==> src/hw/rtl/irpsg_pkg.sv <==
`timescale 1ns / 1ps
`default_nettype none
// ============================================================================
// irpsg_pkg
// Shared types and constants of the IR pulse sequence generator.
// ============================================================================
package irpsg_pkg;

    localparam int DUR_W     = 16;
    localparam int WORD_W    = 32;
    localparam int COUNT_W   = 6;
    localparam int CFG_IDX_W = 3;
    localparam int MAX_BITS_DEFAULT = 30;

    localparam logic [DUR_W-1:0] HDR_HIGH_RESET  = 16'd2220;
    localparam logic [DUR_W-1:0] HDR_LOW_RESET   = 16'd720;
    localparam logic [DUR_W-1:0] DELAY_RESET     = 16'd750;
    localparam logic [DUR_W-1:0] ZERO_BIT_RESET  = 16'd720;
    localparam logic [DUR_W-1:0] ONE_BIT_RESET   = 16'd1450;
    localparam logic             DELAY_MODE_RESET = 1'b1;

    localparam logic [CFG_IDX_W-1:0] REG_HDR_HIGH   = 3'd0;
    localparam logic [CFG_IDX_W-1:0] REG_HDR_LOW    = 3'd1;
    localparam logic [CFG_IDX_W-1:0] REG_DELAY      = 3'd2;
    localparam logic [CFG_IDX_W-1:0] REG_ZERO_BIT   = 3'd3;
    localparam logic [CFG_IDX_W-1:0] REG_ONE_BIT    = 3'd4;
    localparam logic [CFG_IDX_W-1:0] REG_DELAY_MODE = 3'd5;

    typedef enum logic [2:0] {
        PH_IDLE,
        PH_HDR_HIGH,
        PH_HDR_LOW,
        PH_DELAY0,
        PH_BIT,
        PH_GAP,
        PH_REJECT
    } phase_t;

    typedef enum logic [2:0] {
        SEL_NONE,
        SEL_HDR_HIGH,
        SEL_HDR_LOW,
        SEL_DELAY,
        SEL_BIT
    } dur_sel_t;

    typedef struct packed {
        logic     load;
        logic     emit;
        dur_sel_t sel;
        logic     last;
        logic     rejected;
        logic     advance;
    } dp_cmd_t;

    typedef struct packed {
        logic out_free;
        logic hdr_high_nz;
        logic hdr_low_nz;
        logic delay_mode;
        logic bad_cmd;
        logic final_bit;
    } dp_status_t;

endpackage
`default_nettype wire

==> src/hw/rtl/irpsg_ctrl.sv <==
`timescale 1ns / 1ps
`default_nettype none
// ============================================================================
// irpsg_ctrl
// Sequencer state machine: steps through header, delay and bit phases, or a reject phase for a bad command.
// ============================================================================
module irpsg_ctrl (
    input  wire                    aclk,
    input  wire                    aresetn,
    input  wire                    s_valid,
    output logic                   s_ready,
    input  wire irpsg_pkg::dp_status_t status,
    output irpsg_pkg::dp_cmd_t     cmd
);

    irpsg_pkg::phase_t phase_reg;
    irpsg_pkg::phase_t phase_next;
    logic              accept;
    irpsg_pkg::phase_t after_hdr_low;

    assign s_ready = (phase_reg == irpsg_pkg::PH_IDLE);
    assign accept  = s_valid && s_ready;
    assign after_hdr_low = status.delay_mode ? irpsg_pkg::PH_DELAY0 : irpsg_pkg::PH_BIT;

    always_ff @(posedge aclk) begin
        if (!aresetn) begin
            phase_reg <= irpsg_pkg::PH_IDLE;
        end else begin
            phase_reg <= phase_next;
        end
    end

    always_comb begin
        phase_next = phase_reg;
        case (phase_reg)
            irpsg_pkg::PH_IDLE: begin
                if (accept) begin
                    if (status.bad_cmd) begin
                        phase_next = irpsg_pkg::PH_REJECT;
                    end else if (status.hdr_high_nz) begin
                        phase_next = irpsg_pkg::PH_HDR_HIGH;
                    end else if (status.hdr_low_nz) begin
                        phase_next = irpsg_pkg::PH_HDR_LOW;
                    end else begin
                        phase_next = after_hdr_low;
                    end
                end
            end
            irpsg_pkg::PH_HDR_HIGH: begin
                if (status.out_free) begin
                    phase_next = status.hdr_low_nz ? irpsg_pkg::PH_HDR_LOW : after_hdr_low;
                end
            end
            irpsg_pkg::PH_HDR_LOW: begin
                if (status.out_free) begin
                    phase_next = after_hdr_low;
                end
            end
            irpsg_pkg::PH_DELAY0: begin
                if (status.out_free) begin
                    phase_next = irpsg_pkg::PH_BIT;
                end
            end
            irpsg_pkg::PH_BIT: begin
                if (status.out_free) begin
                    phase_next = irpsg_pkg::PH_GAP;
                end
            end
            irpsg_pkg::PH_GAP: begin
                if (status.out_free) begin
                    phase_next = status.final_bit ? irpsg_pkg::PH_IDLE : irpsg_pkg::PH_BIT;
                end
            end
            irpsg_pkg::PH_REJECT: begin
                if (status.out_free) begin
                    phase_next = irpsg_pkg::PH_IDLE;
                end
            end
            default: begin
                phase_next = irpsg_pkg::PH_IDLE;
            end
        endcase
    end

    always_comb begin
        cmd          = '0;
        cmd.sel      = irpsg_pkg::SEL_NONE;
        cmd.load     = accept && !status.bad_cmd;
        case (phase_reg)
            irpsg_pkg::PH_HDR_HIGH: begin
                cmd.emit = status.out_free;
                cmd.sel  = irpsg_pkg::SEL_HDR_HIGH;
            end
            irpsg_pkg::PH_HDR_LOW: begin
                cmd.emit = status.out_free;
                cmd.sel  = irpsg_pkg::SEL_HDR_LOW;
            end
            irpsg_pkg::PH_DELAY0: begin
                cmd.emit = status.out_free;
                cmd.sel  = irpsg_pkg::SEL_DELAY;
            end
            irpsg_pkg::PH_BIT: begin
                cmd.emit = status.out_free;
                cmd.sel  = irpsg_pkg::SEL_BIT;
            end
            irpsg_pkg::PH_GAP: begin
                cmd.emit    = status.out_free;
                cmd.sel     = irpsg_pkg::SEL_DELAY;
                cmd.last    = status.final_bit;
                cmd.advance = status.out_free;
            end
            irpsg_pkg::PH_REJECT: begin
                cmd.emit     = status.out_free;
                cmd.sel      = irpsg_pkg::SEL_NONE;
                cmd.last     = 1'b1;
                cmd.rejected = 1'b1;
            end
            default: begin
                cmd.emit = 1'b0;
            end
        endcase
    end

endmodule
`default_nettype wire

==> src/hw/rtl/irpsg_dp.sv <==
`timescale 1ns / 1ps
`default_nettype none
// ============================================================================
// irpsg_dp
// Datapath: timing registers, command shift register, bit counter and the
// output register of the duration channel.
// ============================================================================
module irpsg_dp #(
    parameter int MAX_BITS = irpsg_pkg::MAX_BITS_DEFAULT
) (
    input  wire                                   aclk,
    input  wire                                   aresetn,
    input  wire                                   cfg_valid,
    output logic                                  cfg_ready,
    input  wire  [irpsg_pkg::CFG_IDX_W-1:0]       cfg_index,
    input  wire  [irpsg_pkg::DUR_W-1:0]           cfg_data,
    input  wire  [irpsg_pkg::WORD_W-1:0]          s_command_word,
    input  wire  [irpsg_pkg::COUNT_W-1:0]         s_bit_count,
    output logic                                  m_valid,
    input  wire                                   m_ready,
    output logic [irpsg_pkg::DUR_W-1:0]           m_duration,
    output logic                                  m_last,
    output logic                                  m_rejected,
    input  wire irpsg_pkg::dp_cmd_t               cmd,
    output irpsg_pkg::dp_status_t                 status
);

    logic [irpsg_pkg::DUR_W-1:0]   hdr_high_reg;
    logic [irpsg_pkg::DUR_W-1:0]   hdr_low_reg;
    logic [irpsg_pkg::DUR_W-1:0]   delay_reg;
    logic [irpsg_pkg::DUR_W-1:0]   zero_bit_reg;
    logic [irpsg_pkg::DUR_W-1:0]   one_bit_reg;
    logic                          delay_mode_reg;
    logic [irpsg_pkg::WORD_W-1:0]  shift_reg;
    logic [irpsg_pkg::COUNT_W-1:0] bits_left_reg;
    logic                          m_valid_reg;
    logic [irpsg_pkg::DUR_W-1:0]   m_duration_reg;
    logic                          m_last_reg;
    logic                          m_rejected_reg;
    logic [irpsg_pkg::DUR_W-1:0]   dur_next;

    assign cfg_ready = 1'b1;

    always_ff @(posedge aclk) begin
        if (!aresetn) begin
            hdr_high_reg   <= irpsg_pkg::HDR_HIGH_RESET;
            hdr_low_reg    <= irpsg_pkg::HDR_LOW_RESET;
            delay_reg      <= irpsg_pkg::DELAY_RESET;
            zero_bit_reg   <= irpsg_pkg::ZERO_BIT_RESET;
            one_bit_reg    <= irpsg_pkg::ONE_BIT_RESET;
            delay_mode_reg <= irpsg_pkg::DELAY_MODE_RESET;
        end else if (cfg_valid && cfg_ready) begin
            case (cfg_index)
                irpsg_pkg::REG_HDR_HIGH:   hdr_high_reg   <= cfg_data;
                irpsg_pkg::REG_HDR_LOW:    hdr_low_reg    <= cfg_data;
                irpsg_pkg::REG_DELAY:      delay_reg      <= cfg_data;
                irpsg_pkg::REG_ZERO_BIT:   zero_bit_reg   <= cfg_data;
                irpsg_pkg::REG_ONE_BIT:    one_bit_reg    <= cfg_data;
                irpsg_pkg::REG_DELAY_MODE: delay_mode_reg <= cfg_data[0];
                default: begin
                end
            endcase
        end
    end

    always_ff @(posedge aclk) begin
        if (!aresetn) begin
            shift_reg     <= '0;
            bits_left_reg <= '0;
        end else if (cmd.load) begin
            shift_reg     <= s_command_word;
            bits_left_reg <= s_bit_count;
        end else if (cmd.advance) begin
            shift_reg     <= {1'b0, shift_reg[irpsg_pkg::WORD_W-1:1]};
            bits_left_reg <= bits_left_reg - irpsg_pkg::COUNT_W'(1);
        end
    end

    always_comb begin
        case (cmd.sel)
            irpsg_pkg::SEL_HDR_HIGH: dur_next = hdr_high_reg;
            irpsg_pkg::SEL_HDR_LOW:  dur_next = hdr_low_reg;
            irpsg_pkg::SEL_DELAY:    dur_next = delay_reg;
            irpsg_pkg::SEL_BIT:      dur_next = shift_reg[0] ? one_bit_reg : zero_bit_reg;
            default:                 dur_next = '0;
        endcase
    end

    always_ff @(posedge aclk) begin
        if (!aresetn) begin
            m_valid_reg <= 1'b0;
        end else if (cmd.emit) begin
            m_valid_reg <= 1'b1;
        end else if (m_ready) begin
            m_valid_reg <= 1'b0;
        end
    end

    always_ff @(posedge aclk) begin
        if (cmd.emit) begin
            m_duration_reg <= dur_next;
            m_last_reg     <= cmd.last;
            m_rejected_reg <= cmd.rejected;
        end
    end

    assign m_valid    = m_valid_reg;
    assign m_duration = m_duration_reg;
    assign m_last     = m_last_reg;
    assign m_rejected = m_rejected_reg;

    assign status.out_free    = !m_valid_reg || m_ready;
    assign status.hdr_high_nz = (hdr_high_reg != '0);
    assign status.hdr_low_nz  = (hdr_low_reg != '0);
    assign status.delay_mode  = delay_mode_reg;
    assign status.bad_cmd     = (s_bit_count == '0)
                             || (s_bit_count > irpsg_pkg::COUNT_W'(MAX_BITS))
                             || (one_bit_reg == '0)
                             || (zero_bit_reg == '0);
    assign status.final_bit   = (bits_left_reg == irpsg_pkg::COUNT_W'(1));

endmodule
`default_nettype wire

==> src/hw/rtl/ir_pulse_sequence_generator_top.sv <==
`timescale 1ns / 1ps
`default_nettype none
// ============================================================================
// ir_pulse_sequence_generator_top
// IR pulse sequence generator: command word to pulse and gap durations.
// ============================================================================
// One command is taken when s_ready is high (sequencer idle). It is answered
// by the header mark and space when nonzero, an optional delay, and for each
// bit (LSB first) the one- or zero-bit time followed by the delay time; the
// final beat carries m_last. A bad command (bit count zero or above MAX_BITS,
// or a zero bit time) gives one beat with m_rejected and m_last set.
// A command gives R result beats, at most 3 + 2 * bit_count (63 at 30
// bits). The sequencer produces one duration per cycle into a single output
// register, unless m_ready holds the output. Configuration writes are
// accepted every cycle and are to be made while no command is in progress.
module ir_pulse_sequence_generator_top #(
    parameter int MAX_BITS = irpsg_pkg::MAX_BITS_DEFAULT
) (
    input  wire                              aclk,
    input  wire                              aresetn,
    input  wire                              cfg_valid,
    output logic                             cfg_ready,
    input  wire  [irpsg_pkg::CFG_IDX_W-1:0]  cfg_index,
    input  wire  [irpsg_pkg::DUR_W-1:0]      cfg_data,
    input  wire                              s_valid,
    output logic                             s_ready,
    input  wire  [irpsg_pkg::WORD_W-1:0]     s_command_word,
    input  wire  [irpsg_pkg::COUNT_W-1:0]    s_bit_count,
    output logic                             m_valid,
    input  wire                              m_ready,
    output logic [irpsg_pkg::DUR_W-1:0]      m_duration,
    output logic                             m_last,
    output logic                             m_rejected
);

    irpsg_pkg::dp_cmd_t    cmd;
    irpsg_pkg::dp_status_t status;

    irpsg_ctrl u_ctrl (
        .aclk    (aclk),
        .aresetn (aresetn),
        .s_valid (s_valid),
        .s_ready (s_ready),
        .status  (status),
        .cmd     (cmd)
    );

    irpsg_dp #(
        .MAX_BITS (MAX_BITS)
    ) u_dp (
        .aclk           (aclk),
        .aresetn        (aresetn),
        .cfg_valid      (cfg_valid),
        .cfg_ready      (cfg_ready),
        .cfg_index      (cfg_index),
        .cfg_data       (cfg_data),
        .s_command_word (s_command_word),
        .s_bit_count    (s_bit_count),
        .m_valid        (m_valid),
        .m_ready        (m_ready),
        .m_duration     (m_duration),
        .m_last         (m_last),
        .m_rejected     (m_rejected),
        .cmd            (cmd),
        .status         (status)
    );

endmodule
`default_nettype wire

==> config.mk <==
export PLATFORM = sky130hd
export DESIGN_NAME = ir_pulse_sequence_generator_top
export DESIGN_NICKNAME = d
export VERILOG_FILES = /design/src/hw/rtl/irpsg_pkg.sv /design/src/hw/rtl/irpsg_ctrl.sv /design/src/hw/rtl/irpsg_dp.sv /design/src/hw/rtl/ir_pulse_sequence_generator_top.sv
export SDC_FILE = /design/constraint.sdc
export NUM_CORES = 1
export LEC_CHECK = 0
export ABC_AREA = 0
export BUFFER_PORTS_ARGS = -buffer_cell sky130_fd_sc_hd__buf_2
export CORE_UTILIZATION = 40
export DETAILED_ROUTE_END_ITERATION = 16
export SLEW_MARGIN = 20
export SYNTH_ARGS = -nofsm -noshare
export SYNTH_HDL_FRONTEND = slang
export SYNTH_SLANG_ARGS = --single-unit
==> constraint.sdc <==
create_clock -name aclk -period 4.7 [get_ports aclk]
set_input_delay 0.235 -clock aclk [delete_from_list [all_inputs] [get_ports aclk]]
set_output_delay 0.235 -clock aclk [all_outputs]
set_load 0.01 [all_outputs]
==> results_dict.tcl <==
set metrics [dict create \
    worst-setup-path-type "register to register" \
    synth_top_area_cell "dfxtp_1" \
    port_buffers 81 \
    largest_register_ffs 32 \
    fmax_mhz 420 \
    routed-wl-met3_um 1430 \
    ys_seq_elements 141 \
    via_per_inst 5.64 \
    maxUsedRoutingLayer "met4" \
    wl_met2_um 7690 \
    synthArstFlopShare 0 \
    grt_pass1_wl_um 28900 \
    ctsRootBufferMaster "clkbuf_16" \
    ys_top_cells_by_area "dfxtp_1 38%, nand2_1 14%, edfxtp_1 8.4%" \
    die_w_um 129 \
    finalSetupViolations 0 \
    leakage_nw 2.70 \
    antennaDiodeCount 0 \
    drive_above_1_share 0.162 \
    cts.sinks 141 \
    grt_antenna_before_repair 0 \
    wl_met1_um 8570 \
    whs_ps 81.4 \
    cts_buffers 17 \
    dr.pass1.iters 5 \
    die-area_mm2 0.0165 \
    ys_types 59 \
    setup.worst_path.start_class "register" \
    path_clk_slew_ps 60 \
    grt_max_degree 55 \
    drc_errors 0 \
    post_cts_buffers 0 \
    grt_pass1_vias 5515 \
    worst_pin_slew_ps 1060 \
    finalCritPeriodShare 0.507 \
    synth_nets 844 \
    rsz0062_at_grt "no" \
    yosys_warnings 0 \
    total_power_mw 3.80 \
    gp_congestion 0.848 \
    overflow 0 \
    synth-main-ff-cell "dfxtp_1" \
    drt_iter0_drc 559 \
    period_needed_ps 2380 \
    dpl.hpwl_um 12300 \
    end_kind "register" \
    start_util 0.415 \
    clk_latency_ps 420 \
    vias 5916 \
    cts_tree "done" \
    synth_cells 780 \
    vdd_ir_drop_max_uv 226 \
    core_area_mm2 0.0154 \
    syn_to_final_growth_pct 15.4 \
    wire_per_inst_um 17.2 \
    die_h_um 129 \
    slew_viol_final 0 \
    finalNetCount 890 \
    hold_buffers 0 \
    maxCapViolCount 0 \
    routed_wl_um 18000 \
    post_cts_resized 0 \
    yosysSeqAreaShare 0.469 \
    synth_top_area_frac 0.384 \
    setup_tns_ps 0 \
    ios 83 \
    crit_fanout 34 \
    skew_ps 6.80 \
    p_per_area_mw_per_mm2 513 \
    hold_viol_final 0 \
    arrival_ps 2710 \
    grt_usage 0.228 \
    hp-class "input port to register" \
    status "completed" \
    htreeDepth 4 \
    ant_nets 0 \
    utilization 0.479 \
    synth_area_mm2 0.00641 \
    required_ps 5020 \
    syn-mean-instance-area_um2 8.22 \
    max_slew_margin 0.293 \
    clock_path_buffers 2 \
    rows 45 \
    synth-edff-count 18 \
]
layout by cell type, fill, tap and decap left out, types with 17 or more instances in the layout:
| cell | Yosys | final |
|---|---|---|
| a21oi_1 | 66 | 66 |
| a311oi_1 | 31 | 31 |
| buf_2 | 11 | 81 |
| clkbuf_16 | 0 | 18 |
| dfxtp_1 | 123 | 123 |
| edfxtp_1 | 18 | 18 |
| mux2i_1 | 17 | 17 |
| nand2_1 | 233 | 233 |
| nand3_1 | 36 | 34 |
| nor2_1 | 28 | 27 |
| nor3_1 | 36 | 36 |
layer usage:
metal,vias up,track usage
met3,25,0.0536
met2,235,0.327
met5,-,0
li1,2856,-
met4,0,0.0810
met1,2800,0.332
path summary, 6_finish.rpt:
path / from / to / slack (ps) / cells past startpoint
setup reg to reg: u_ctrl.phase_reg[2]$_SDFFE_PN0P_ / u_dp.shift_reg[13]$_SDFFE_PN0P_ / 2320 / 6
setup / recovery: u_ctrl.phase_reg[2]$_SDFFE_PN0P_ / u_dp.shift_reg[13]$_SDFFE_PN0P_ / 2320 / 6
hold reg to reg: u_dp.delay_reg[12]$_SDFFE_PN0P_ / u_dp.delay_reg[12]$_SDFFE_PN0P_ / 460 / 2
hold / removal: s_command_word[31] / u_dp.shift_reg[31]$_SDFFE_PN0P_ / 80 / 3
through the flow:
stage / instances / setup slack, ps / area [um^2]
finish: 1049 / 2320 / 7400
CTS: 1049 / 2350 / 7400
global placement: 1018 / 2200 / 6840
global route: 1049 / 2110 / 7400
floorplan: 780 / 2650 / 6410
detailed placement: 1018 / 2200 / 6850
cells in the mapped netlist, types with 2 or more instances:
cell,n
o211ai_1,5
a311oi_1,31
a221o_1,13
inv_1,4
a211oi_1,3
xor2_1,3
a21oi_1,66
a41oi_1,2
nor2_1,28
buf_6,2
nor2b_1,8
a22oi_1,4
nand2_1,233
nor3_2,7
o21ai_0,6
edfxtp_1,18
nand3_1,36
clkbuf_1,43
nor4_1,16
a31oi_1,3
mux2i_1,17
nor3_1,36
buf_2,11
a22o_1,13
nand4_1,7
dfxtp_1,123
nand2b_1,4
o31ai_1,2
buf_4,3
ha_1,2
and3_1,3
area by class of cell:
class / count / area [um^2]
fillers: 1511 / 8030
multi-input cells: 572 / 3100
flip-flops and latches: 141 / 3000
clock buffers: 24 / 483
repair buffers: 89 / 465
well taps: 211 / 264
clock inverters: 7 / 63.8
inverters: 5 / 20.0
worst max-delay path, stage by stage, from the launching register on:
cell and delay (ps):
dfxtp_1 560, or3_4 510, clkinv_2 90, nand2_1 110, nor2_2 180, nand2_2 420, a311oi_1 380
power by group:
group	internal, mW	switching (mW)	total (mW)
sequential	1.45	0.127	1.57
combinational	0.363	0.610	0.973
clock	0.765	0.484	1.25
total	2.58	1.22	3.80
cell families after synthesis:
group / share of synthesized area
DFF: 0.469
and+or+nand+nor: 0.276
xor gates and xnor gates: 0.00547
adders and majority gates: 0.00390
buffers and inverters: 0.0502
muxes: 0.0283
AOI/OAI and AO/OA: 0.167
other: 0.000585
Note: power is estimated with default switching activity, not from simulation.
